$ cat config.mk
export PLATFORM = sky130hd
export DESIGN_NAME = hole_fit_allocator_core
export DESIGN_NICKNAME = d
export VERILOG_FILES = /design/src/hw/rtl/hfa_pkg.sv /design/src/hw/rtl/hfa_ram.sv /design/src/hw/rtl/hfa_ctrl.sv /design/src/hw/rtl/hfa_datapath.sv /design/src/hw/rtl/hole_fit_allocator_core.sv
export SDC_FILE = /design/constraint.sdc
export NUM_CORES = 1
export LEC_CHECK = 0
export BUFFER_PORTS_ARGS = -buffer_cell sky130_fd_sc_hd__buf_4
export CAP_MARGIN = 20
export CORE_UTILIZATION = 66
export DETAILED_ROUTE_END_ITERATION = 6
export GPL_TIMING_DRIVEN = 0
export PLACE_DENSITY = 0.84
export SYNTH_ARGS = -nofsm -noshare
export SYNTH_HDL_FRONTEND = slang
export SYNTH_SLANG_ARGS = --single-unit
$ cat constraint.sdc
create_clock -name clk -period 5 [get_ports clk]
set_input_delay 1 -clock clk [delete_from_list [all_inputs] [get_ports clk]]
set_output_delay 1 -clock clk [all_outputs]
set_load 0.01 [all_outputs]
$ cat src/hw/rtl/hfa_pkg.sv
`default_nettype none

package hfa_pkg;

    // Default sizes of the hole table.
    localparam int HOLES_DEF     = 16;
    localparam int SIZE_BITS_DEF = 16;

    // Fixed field widths of the channels.
    localparam int INDEX_BITS  = 4;
    localparam int AMOUNT_BITS = 16;

    // Configuration port.
    localparam int CFG_INDEX_BITS = 2;
    localparam int CFG_DATA_BITS  = 5;
    localparam int FIT_MODE_BITS  = 2;
    localparam int COUNT_BITS     = 5;

    localparam logic [CFG_INDEX_BITS-1:0] CFG_FIT_MODE   = 2'd0;
    localparam logic [CFG_INDEX_BITS-1:0] CFG_HOLE_COUNT = 2'd1;

    // Operation codes.
    localparam logic OP_LOAD  = 1'b0;
    localparam logic OP_ALLOC = 1'b1;

    // Fit modes; the unused code behaves as first fit.
    localparam logic [FIT_MODE_BITS-1:0] FIT_FIRST = 2'd0;
    localparam logic [FIT_MODE_BITS-1:0] FIT_BEST  = 2'd1;
    localparam logic [FIT_MODE_BITS-1:0] FIT_WORST = 2'd2;

    typedef struct packed {
        logic                   operation;
        logic [INDEX_BITS-1:0]  hole_index;
        logic [AMOUNT_BITS-1:0] amount;
        logic                   last_request;
    } in_item_t;

    typedef struct packed {
        logic                   granted;
        logic [INDEX_BITS-1:0]  chosen_hole;
        logic [AMOUNT_BITS-1:0] size_before;
        logic                   last_result;
    } out_item_t;

    typedef enum logic [1:0] {
        ST_IDLE,
        ST_SCAN,
        ST_DRAIN,
        ST_COMMIT
    } ctl_state_t;

    // Commands from the controller to the datapath.
    typedef struct packed {
        logic load_write;
        logic start_alloc;
        logic scan_read;
        logic commit;
    } ctl_cmd_t;

    // Status from the datapath to the controller.
    typedef struct packed {
        logic limit_zero;
        logic scan_last;
        logic slot_free;
    } dp_status_t;

endpackage

`default_nettype wire

$ cat src/hw/rtl/hfa_ram.sv
`default_nettype none

module hfa_ram #(
    parameter int WIDTH = 16,
    parameter int DEPTH = 16,
    parameter int ADDR_W = (DEPTH > 1) ? $clog2(DEPTH) : 1
) (
    input  wire logic              clk,
    input  wire logic              we,
    input  wire logic [ADDR_W-1:0] waddr,
    input  wire logic [WIDTH-1:0]  wdata,
    input  wire logic              re,
    input  wire logic [ADDR_W-1:0] raddr,
    output logic      [WIDTH-1:0]  rdata
);

    logic [WIDTH-1:0] mem [DEPTH];

    always_ff @(posedge clk)
    begin
        if (we)
        begin
            mem[waddr] <= wdata;
        end
        if (re)
        begin
            rdata <= mem[raddr];
        end
    end

endmodule

`default_nettype wire

$ cat src/hw/rtl/hfa_ctrl.sv
`default_nettype none

module hfa_ctrl (
    input  wire logic                clk,
    input  wire logic                rst_n,
    input  wire logic                in_valid,
    output logic                     in_ready,
    input  wire logic                operation,
    input  wire hfa_pkg::dp_status_t status,
    output hfa_pkg::ctl_cmd_t        cmd
);

    import hfa_pkg::*;

    ctl_state_t state_reg;
    ctl_state_t state_next;

    always_ff @(posedge clk or negedge rst_n)
    begin
        if (!rst_n)
        begin
            state_reg <= ST_IDLE;
        end
        else
        begin
            state_reg <= state_next;
        end
    end

    always_comb
    begin
        state_next = state_reg;
        case (state_reg)
            ST_IDLE:
            begin
                if (in_valid && operation == OP_ALLOC)
                begin
                    state_next = status.limit_zero ? ST_COMMIT : ST_SCAN;
                end
            end
            ST_SCAN:
            begin
                if (status.scan_last)
                begin
                    state_next = ST_DRAIN;
                end
            end
            ST_DRAIN:
            begin
                state_next = ST_COMMIT;
            end
            ST_COMMIT:
            begin
                if (status.slot_free)
                begin
                    state_next = ST_IDLE;
                end
            end
            default:
            begin
                state_next = ST_IDLE;
            end
        endcase
    end

    always_comb
    begin
        in_ready = 1'b0;
        cmd      = '0;
        case (state_reg)
            ST_IDLE:
            begin
                in_ready        = 1'b1;
                cmd.load_write  = in_valid && operation == OP_LOAD;
                cmd.start_alloc = in_valid && operation == OP_ALLOC;
            end
            ST_SCAN:
            begin
                cmd.scan_read = 1'b1;
            end
            ST_DRAIN:
            begin
                cmd = '0;
            end
            ST_COMMIT:
            begin
                cmd.commit = status.slot_free;
            end
            default:
            begin
                cmd = '0;
            end
        endcase
    end

endmodule

`default_nettype wire

$ cat src/hw/rtl/hfa_datapath.sv
`default_nettype none

module hfa_datapath #(
    parameter int HOLES     = hfa_pkg::HOLES_DEF,
    parameter int SIZE_BITS = hfa_pkg::SIZE_BITS_DEF
) (
    input  wire logic                                 clk,
    input  wire logic                                 rst_n,
    input  wire hfa_pkg::in_item_t                    in_item,
    input  wire logic [hfa_pkg::FIT_MODE_BITS-1:0]    fit_mode,
    input  wire logic [hfa_pkg::COUNT_BITS-1:0]       hole_count,
    input  wire hfa_pkg::ctl_cmd_t                    cmd,
    output hfa_pkg::dp_status_t                       status,
    output logic                                      out_valid,
    input  wire logic                                 out_ready,
    output hfa_pkg::out_item_t                        out_item
);

    import hfa_pkg::*;

    localparam int IDX_W = (HOLES > 1) ? $clog2(HOLES) : 1;
    localparam int CNT_W = $clog2(HOLES + 1);

    logic [CNT_W-1:0]     limit;
    logic                 load_in_range;

    logic [SIZE_BITS-1:0] req_reg;
    logic                 last_reg;
    logic [IDX_W-1:0]     scan_idx_reg;
    logic                 rd_pending_reg;
    logic [IDX_W-1:0]     rd_idx_reg;
    logic                 rd_valid_reg;
    logic                 found_reg;
    logic [IDX_W-1:0]     pick_reg;
    logic [SIZE_BITS-1:0] best_reg;
    logic [HOLES-1:0]     valid_reg;
    logic                 out_valid_reg;
    out_item_t            out_item_reg;

    logic                 ram_we;
    logic [IDX_W-1:0]     ram_waddr;
    logic [SIZE_BITS-1:0] ram_wdata;
    logic [SIZE_BITS-1:0] ram_rdata;
    logic [SIZE_BITS-1:0] rd_size;
    logic                 fits;
    logic                 take;

    // Saturate the configured count to the table size.
    always_comb
    begin
        if (32'(hole_count) > HOLES)
        begin
            limit = CNT_W'(HOLES);
        end
        else
        begin
            limit = CNT_W'(hole_count);
        end
    end

    assign load_in_range     = 32'(in_item.hole_index) < HOLES;
    assign status.limit_zero = limit == '0;
    assign status.scan_last  = (CNT_W'(scan_idx_reg) + CNT_W'(1)) == limit;
    assign status.slot_free  = !out_valid_reg || out_ready;

    // One write port shared by loads and by the write-back of a grant.
    assign ram_we    = (cmd.load_write && load_in_range) || (cmd.commit && found_reg);
    assign ram_waddr = cmd.commit ? pick_reg : IDX_W'(in_item.hole_index);
    assign ram_wdata = cmd.commit ? (best_reg - req_reg) : SIZE_BITS'(in_item.amount);

    hfa_ram #(
        .WIDTH (SIZE_BITS),
        .DEPTH (HOLES)
    ) u_ram (
        .clk   (clk),
        .we    (ram_we),
        .waddr (ram_waddr),
        .wdata (ram_wdata),
        .re    (cmd.scan_read),
        .raddr (scan_idx_reg),
        .rdata (ram_rdata)
    );

    // A hole never written since reset reads as zero.
    assign rd_size = rd_valid_reg ? ram_rdata : '0;
    assign fits    = rd_pending_reg && (rd_size >= req_reg);

    always_comb
    begin
        take = 1'b0;
        if (fits)
        begin
            if (!found_reg)
            begin
                take = 1'b1;
            end
            else if (fit_mode == FIT_BEST && rd_size < best_reg)
            begin
                take = 1'b1;
            end
            else if (fit_mode == FIT_WORST && rd_size > best_reg)
            begin
                take = 1'b1;
            end
        end
    end

    always_ff @(posedge clk or negedge rst_n)
    begin
        if (!rst_n)
        begin
            valid_reg      <= '0;
            rd_pending_reg <= 1'b0;
            found_reg      <= 1'b0;
            out_valid_reg  <= 1'b0;
        end
        else
        begin
            if (ram_we)
            begin
                valid_reg[ram_waddr] <= 1'b1;
            end
            rd_pending_reg <= cmd.scan_read;
            if (cmd.start_alloc)
            begin
                found_reg <= 1'b0;
            end
            else if (take)
            begin
                found_reg <= 1'b1;
            end
            if (cmd.commit)
            begin
                out_valid_reg <= 1'b1;
            end
            else if (out_ready)
            begin
                out_valid_reg <= 1'b0;
            end
        end
    end

    always_ff @(posedge clk)
    begin
        if (cmd.start_alloc)
        begin
            req_reg      <= SIZE_BITS'(in_item.amount);
            last_reg     <= in_item.last_request;
            scan_idx_reg <= '0;
            pick_reg     <= '0;
            best_reg     <= '0;
        end
        else
        begin
            if (cmd.scan_read)
            begin
                scan_idx_reg <= scan_idx_reg + IDX_W'(1);
            end
            if (take)
            begin
                pick_reg <= rd_idx_reg;
                best_reg <= rd_size;
            end
        end
        if (cmd.scan_read)
        begin
            rd_idx_reg   <= scan_idx_reg;
            rd_valid_reg <= valid_reg[scan_idx_reg];
        end
        if (cmd.commit)
        begin
            out_item_reg.granted     <= found_reg;
            out_item_reg.chosen_hole <= found_reg ? INDEX_BITS'(pick_reg) : '0;
            out_item_reg.size_before <= found_reg ? AMOUNT_BITS'(best_reg) : '0;
            out_item_reg.last_result <= last_reg;
        end
    end

    assign out_valid = out_valid_reg;
    assign out_item  = out_item_reg;

endmodule

`default_nettype wire

$ cat src/hw/rtl/hole_fit_allocator_core.sv
`default_nettype none
// A load transaction is taken while idle and gives no result. An allocate transaction
// scans min(hole_count, HOLES) holes through the one RAM read port, one per cycle; its
// result is registered after the scan and a drain state (directly, with no scan, for a
// zero count), once the previous result has been taken; the controller then returns to
// idle to take the next transaction. Asynchronous active-low reset clears the configuration,
// the control state and the per-hole valid bits, so every hole reads as zero until loaded.

module hole_fit_allocator_core #(
    parameter int HOLES     = hfa_pkg::HOLES_DEF,
    parameter int SIZE_BITS = hfa_pkg::SIZE_BITS_DEF
) (
    input  wire logic                                 clk,
    input  wire logic                                 rst_n,
    input  wire logic                                 in_valid,
    output logic                                      in_ready,
    input  wire hfa_pkg::in_item_t                    in_item,
    output logic                                      out_valid,
    input  wire logic                                 out_ready,
    output hfa_pkg::out_item_t                        out_item,
    input  wire logic                                 cfg_valid,
    output logic                                      cfg_ready,
    input  wire logic [hfa_pkg::CFG_INDEX_BITS-1:0]   cfg_index,
    input  wire logic [hfa_pkg::CFG_DATA_BITS-1:0]    cfg_data
);

    import hfa_pkg::*;

    logic [FIT_MODE_BITS-1:0] fit_mode_reg;
    logic [COUNT_BITS-1:0]    hole_count_reg;
    ctl_cmd_t                 ctl_cmd;
    dp_status_t               dp_status;

    assign cfg_ready = 1'b1;

    always_ff @(posedge clk or negedge rst_n)
    begin
        if (!rst_n)
        begin
            fit_mode_reg   <= FIT_FIRST;
            hole_count_reg <= '0;
        end
        else if (cfg_valid)
        begin
            case (cfg_index)
                CFG_FIT_MODE:   fit_mode_reg   <= cfg_data[FIT_MODE_BITS-1:0];
                CFG_HOLE_COUNT: hole_count_reg <= cfg_data[COUNT_BITS-1:0];
                default:        ;
            endcase
        end
    end

    hfa_ctrl u_ctrl (
        .clk       (clk),
        .rst_n     (rst_n),
        .in_valid  (in_valid),
        .in_ready  (in_ready),
        .operation (in_item.operation),
        .status    (dp_status),
        .cmd       (ctl_cmd)
    );

    hfa_datapath #(
        .HOLES     (HOLES),
        .SIZE_BITS (SIZE_BITS)
    ) u_datapath (
        .clk        (clk),
        .rst_n      (rst_n),
        .in_item    (in_item),
        .fit_mode   (fit_mode_reg),
        .hole_count (hole_count_reg),
        .cmd        (ctl_cmd),
        .status     (dp_status),
        .out_valid  (out_valid),
        .out_ready  (out_ready),
        .out_item   (out_item)
    );

`ifndef SYNTHESIS
    // A result is only loaded when the output register is free or draining.
    a_commit_slot: assert property (@(posedge clk) disable iff (!rst_n)
        ctl_cmd.commit |-> (!out_valid || out_ready))
        else $error("result loaded over a pending transaction");

    // A hole write from the input side only happens on an accepted load.
    a_load_accepted: assert property (@(posedge clk) disable iff (!rst_n)
        ctl_cmd.load_write |-> (in_valid && in_ready && in_item.operation == OP_LOAD))
        else $error("load write without an accepted load transaction");

    // A granted hole lies inside the searched range.
    a_grant_range: assert property (@(posedge clk) disable iff (!rst_n)
        (out_valid && out_item.granted) |->
            (32'(out_item.chosen_hole) < 32'(hole_count_reg)))
        else $error("granted hole outside the searched range");

    // A refused request reports zero index and zero size.
    a_refuse_zero: assert property (@(posedge clk) disable iff (!rst_n)
        (out_valid && !out_item.granted) |->
            (out_item.chosen_hole == '0 && out_item.size_before == '0))
        else $error("refused request with nonzero fields");
`endif

endmodule

`default_nettype wire
# Word-level counts from Yosys, hierarchy flattened
# Memory sizes are Yosys's and may differ from the RTL's. A register that Yosys moved wholly into a read port is not among the register bits.
# Cells that the tools add are included.
# op_classes
magnitude_cmp,7
muxes,27
eq_ne,10
n_addsub,3
n_reduce_logical,18
bitwise_logic,2
# ops
cell,n
two-way mux 16 bit,2
greater-or-equal comparator 16 bit,1
> comparator 16 bit,1
less-than comparator 16 bit,1
bitwise OR 16 bit,1
subtractor 16 bit,1
two-way mux 1 bit,15
"less-than comparator 4 x 5 -> 1 bit, second input constant",2
two-way mux 2 bit,5
case mux 2 bit (4 select lines),1
logical AND 1 bit,7
"== test 2 x 1 -> 1 bit, second input constant",3
"== test 2 bit, second input constant",3
"adder 4 x 1 -> 5 bit, second input constant",1
== test 5 bit,1
"> comparator 5 bit, second input constant",1
zero test 5 bit,1
two-way mux 5 bit,1
"adder 4 x 1 -> 4 bit, second input constant",1
binary-select mux 1 bit (select 4 bit),1
demux 1 bit (select 4 bit),1
"greater-or-equal comparator 4 x 1 -> 1 bit, second input constant",1
zero test 2 bit,2
two-way mux 4 bit,1
8 further kinds,12
# totals
inputBits,34
wordCells,86
ram_bits,256
register_bits,96
memories,1
out_inout_bits,25
# memory_table
memory,depth,width,rd,rd_ports_with_merged_regs,write_ports,line_no,source
u_datapath.u_ram.mem,16,16,1,1,1,hfa_ram.sv:17,logic [WIDTH-1:0] mem [DEPTH];

# Depth between registers and ports, before layout
# depth
word_depth,9
ltp_mapped,12
mapped_depth_nobuf,10

# Hierarchy
# From an unflattened synthesis, not the netlist that was laid out.
# unflattened
hier_cells,975
hier_area_um2,15866.5
# modules_own_cells
mod,cells_each,seq_area_each_um2,n_inst,area_each_um2
hfa_ram,432,8167.8,1,10203.5
hfa_datapath,504,2277.2,1,5170.0
hole_fit_allocator_core,18,175.2,1,297.8
hfa_ctrl,21,50.0,1,195.2

# Least setup slack after synthesis
# Ideal clock, no wire load.
# synth_path
path_kind,input to register
startpoint,in out_ready
endpoint,"mem u_datapath.u_ram.mem[1][0], enable pin"
cell_stages,7
t_arrival_ns,3.309
setup_time_ns,0.389
path_buffers,0
path_slack_ns,1.302
t_required_ns,4.611
path_cell_list,nand2b_1 nand2_1 inv_1 o21ai_0 o22a_1 or2_2 nor2_1
# synth_rtl
item,line_no,source
"start, declared",hole_fit_allocator_core.sv:19,"input wire logic out_ready,"
"end, declared",hfa_ram.sv:17,

# Worst setup path in the final report
# layout_path
startpoint,reg u_datapath.req_reg[6]
endpoint,"mem u_datapath.u_ram.mem[0][15], data pin"
# layout_via
elab_chain_len,2
# layout_rtl
item,line_no,source
"start, declared",hfa_datapath.sv:27,logic [SIZE_BITS-1:0] req_reg;
"start signal, assigned",hfa_datapath.sv:147,req_reg <= SIZE_BITS'(in_item.amount);
subtractor 16 bit,hfa_datapath.sv:69,assign ram_wdata = cmd.commit ? (best_reg - req_reg) : SIZE_BITS'(in_item.amount);
two-way mux 16 bit,hfa_datapath.sv:69,
net u_datapath.ram_wdata[15],hfa_datapath.sv:42,logic [SIZE_BITS-1:0] ram_wdata;
# The timed path passes the listed nets, and every way through them passes these cells.

==> parameters.txt <==
Parameter                              Value

Clock tree
  Buffers inserted by post-CTS timing repair ... 0
  Total of cells resized after clock tree synthesis ... 0
  Clock Tree Root ... clkbuf_16
  TritonCTS clock tree ... built
  Clock-pin slew of the registers on the worst-case setup and hold paths ... approximately 70 ps
  TritonCTS buffer count ... 37
  Count of hold-fix buffers inserted at cts ... 0
  CTS H-tree depth ... 2
  Worst-skew pair later-pin latency ... between 500 and 600 ps
  CTS sink count ... 368
  Deepest clock path buffer count ... 3

Global route
  Number of global-route vias before repair ... around 9,400
  Met1 track utilization from global routing ... between 40% and 50%
  Wire length of the first global-routing pass ... about 57,000 um
  Met2 global-route usage ... 55.8%
  GRT Resource Usage Total ... about a third
  Met3 track demand over resource in global routing ... approximately 5.5%
  Antenna violations before repair ... 0
  GRT busiest layer ... met2
  Global route overflow ... 0
  Maximum number of pins on one net before global-route repair ... 29

Yosys
  Number of synthesis warnings ... 0
  Number of standard cells after synthesis ... 951
  Post-synthesis area per instance ... between 15 and 20 um^2
  Share of Yosys cell area claimed by the top area cell type ... between 60% and 70%
  Commonest register cell after synthesis ... edfxtp_1
  Number of flops mapped to enable cells by yosys ... ~320
  Register area share after synthesis ... a little under 70%
  Main area contributors after synthesis ... edfxtp_1 60%, mux4_2 12%, dfrtp_1 4.4%, ha_1 3.9%, dfxtp_1 3.0%
  Yosys cell types ... 61
  Net Count, Synth ... between 1,000 and 1,500
  Synthesized cell area ... around 0.016 mm^2
  Flip-flop and latch count after synthesis ... 368
  Post-synthesis async set-or-reset flop share ... 7.61%
  Yosys top cell by area ... edfxtp_1

Drt
  Number of detailed-routing iterations run before antenna repair ... 5
  DRC ... 0
  Ratio of routed vias to standard cells ... approximately 6.5
  Detail-routed net length per standard cell ... ~27 um
  Total length of routed wires ... around 38,000 um
  First DRT Iteration DRCs ... 1,170
  DR vias ... a little over 9,000
  Remaining number of nets flagged by the antenna check after routing ... 0

Die
  Std-Cell Rows ... 56
  Count of boundary I/O pins ... 59
  Chip Height ... between 150 and 200 um
  Die Outline Area ... between 0.02 and 0.025 mm^2
  Core region area ... between 0.02 and 0.025 mm^2
  Starting utilization of the core area ... between 60% and 70%
  X dimension of the die ... 157 um

STA
  Final setup vio count ... 0
  Worst slew slack as a fraction of its limit ... roughly a quarter
  Slew @ Worst Pin ... ~1100 ps
  Min Tclk post-route ... approximately 3600 ps
  Number of hold violations in the final report ... 0
  Unrepaired setup endpoints after global routing ... false
  Clock Skew ... between 10 and 15 ps
  Setup WS post-layout ... about 1400 ps
  Maximum achievable frequency ... 275 MHz
  Max-slew violation total from the final report ... 0
  Final cycle utilization of the critical path ... approximately 73%

Final layout
  Area taken by flip-flops and latches ... about 0.011 mm^2
  Most common cell after layout, fill and taps aside ... edfxtp_1
  Number of diodes ... 0
  Share of layout cells above drive strength 1 ... roughly a quarter
  Total number of nets in the final design ... around 1,200
  Area of the multi-input gates ... just under 0.005 mm^2
  Growth of design area from synthesis to finish ... 15.8%
  Most frequent cells in the layout ... 316 x edfxtp_1, 85 x mux4_2, 66 x nand2_1, 66 x buf_4, 49 x ha_1
  Filler cell count ... roughly 1,200
  Number of flip-flops under the largest register name ... about 260

Setup path
  Worst Path Max Fanout ... 10
  Sort of element at the start of the critical path ... flop
  Path type of the worst setup path ... reg -> reg
  Arrival time at the worst endpoint ... about 4000 ps
  Critical Path Sink Type ... flop
  Data required time of the critical path ... around 5400 ps

Worst hold path
  Type of the worst min-delay path ... in -> async

Power and ir drop
  Static Leak ... roughly 6.4 nW
  Power per Cell Area ... around 600 mW/mm^2
  Worst supply voltage drop on vdd ... 0.386 mV
  Power after layout ... ~11 mW

Status
  Result of the run ... completed

Placed design
  Count of port buffers added during placement ... between 50 and 60
  Final HPWL from detailed placement ... 24,700 um
  Pre-CTS setup slack ... ~540 ps
  GPL Wtd Cong ... about 0.86

Job
  Number of violations of the max-capacitance limit ... 0
-- routing by layer --
layer  vias up  part of all wire, %
met4         0                  4.2
met2       643                   51
met3       130                  9.4
met1      4613                   36
li1       3926                    -
met5         -                    0
-- path summary, 6_finish.rpt --
check | from | end | slack, ps | cells after the start
max in group asynchronous | rst_n | u_datapath.rd_pending_reg | 4300 | 1
max reg2reg | u_datapath.req_reg[6] | u_datapath.u_ram.mem[0][15] | 1360 | 10
min reg2reg | u_datapath.last_reg | u_datapath.out_item[0] | 440 | 0
min in group clk | u_datapath.last_reg | u_datapath.out_item[0] | 440 | 0
min | rst_n | hole_count_reg[0] | 400 | 1
max | u_datapath.req_reg[6] | u_datapath.u_ram.mem[0][15] | 1360 | 10
-- worst max-delay path, cell delays in order, from the launching register on --
cell and delay [ps]:
edfxtp_1 370, inv_1 100, ha_1 320, a21oi_1 170, o21ai_0 190, nor4b_1 460
o21ai_0 300, o21ai_0 380, xnor2_1 140, o21ai_0 760, buf_4 300
-- synthesized netlist by cell type (all sizes together), types with 10 or more instances --
cell,number
o21ai,35
dfrtp,28
mux4,85
mux2i,17
buf,14
inv,45
clkbuf,19
or2,17
nand3,18
ha,49
dfxtp,24
nand2b,10
nand2,66
edfxtp,316
and2,20
nor2,48
a21oi,31
-- power breakdown --
part / total (mW) / switching, mW / internal, mW / leakage [nW]
registers: 4.35 / 0.217 / 4.14 / 3.41
clock network: 2.71 / 1.14 / 1.56 / 0.582
logic: 3.72 / 2.16 / 1.56 / 2.46
-- metrics by stage --
step | TNS (ps) | cell area, um^2 | hold WS, ps | std cells | utilization, %
after floorplan | 0 | 15800 | 400 | 951 | -
after global placement | -15810 | 16600 | 401 | 1327 | 70.7
after detailed placement | 0 | 17000 | 427 | 1353 | 72.5
after CTS | 0 | 18200 | 406 | 1420 | 77.5
after global routing | 0 | 18300 | 422 | 1424 | 77.8
final | 0 | 18300 | 401 | 1424 | 77.8
-- final cells by class --
class,instances,share of cell area [%]
Buffer,33,0.864
Clock buffer,48,5.65
Clock inverter,19,0.816
Inverter,46,0.946
Multi-Input combinational cell,504,26.4
Sequential cell,368,58.5
Tap cell,319,2.19
Timing Repair Buffer,87,4.71
-- logic make-up (layout without fill, tap and decap cells) --
logic type / after synthesis / count (layout) / share of synthesized area (%)
flops: 368 / 368 / 67.7
simple gates: 217 / 217 / 6.88
xor+xnor: 18 / 18 / 1.00
mux: 110 / 110 / 13.8
buf+inv: 79 / 233 / 2.10
other cells: 1 / 1 / 0.0238
fa+ha+maj: 52 / 52 / 4.15
compound gates: 106 / 106 / 4.35
No activity file was read; power rests on OpenSTA's default activity.
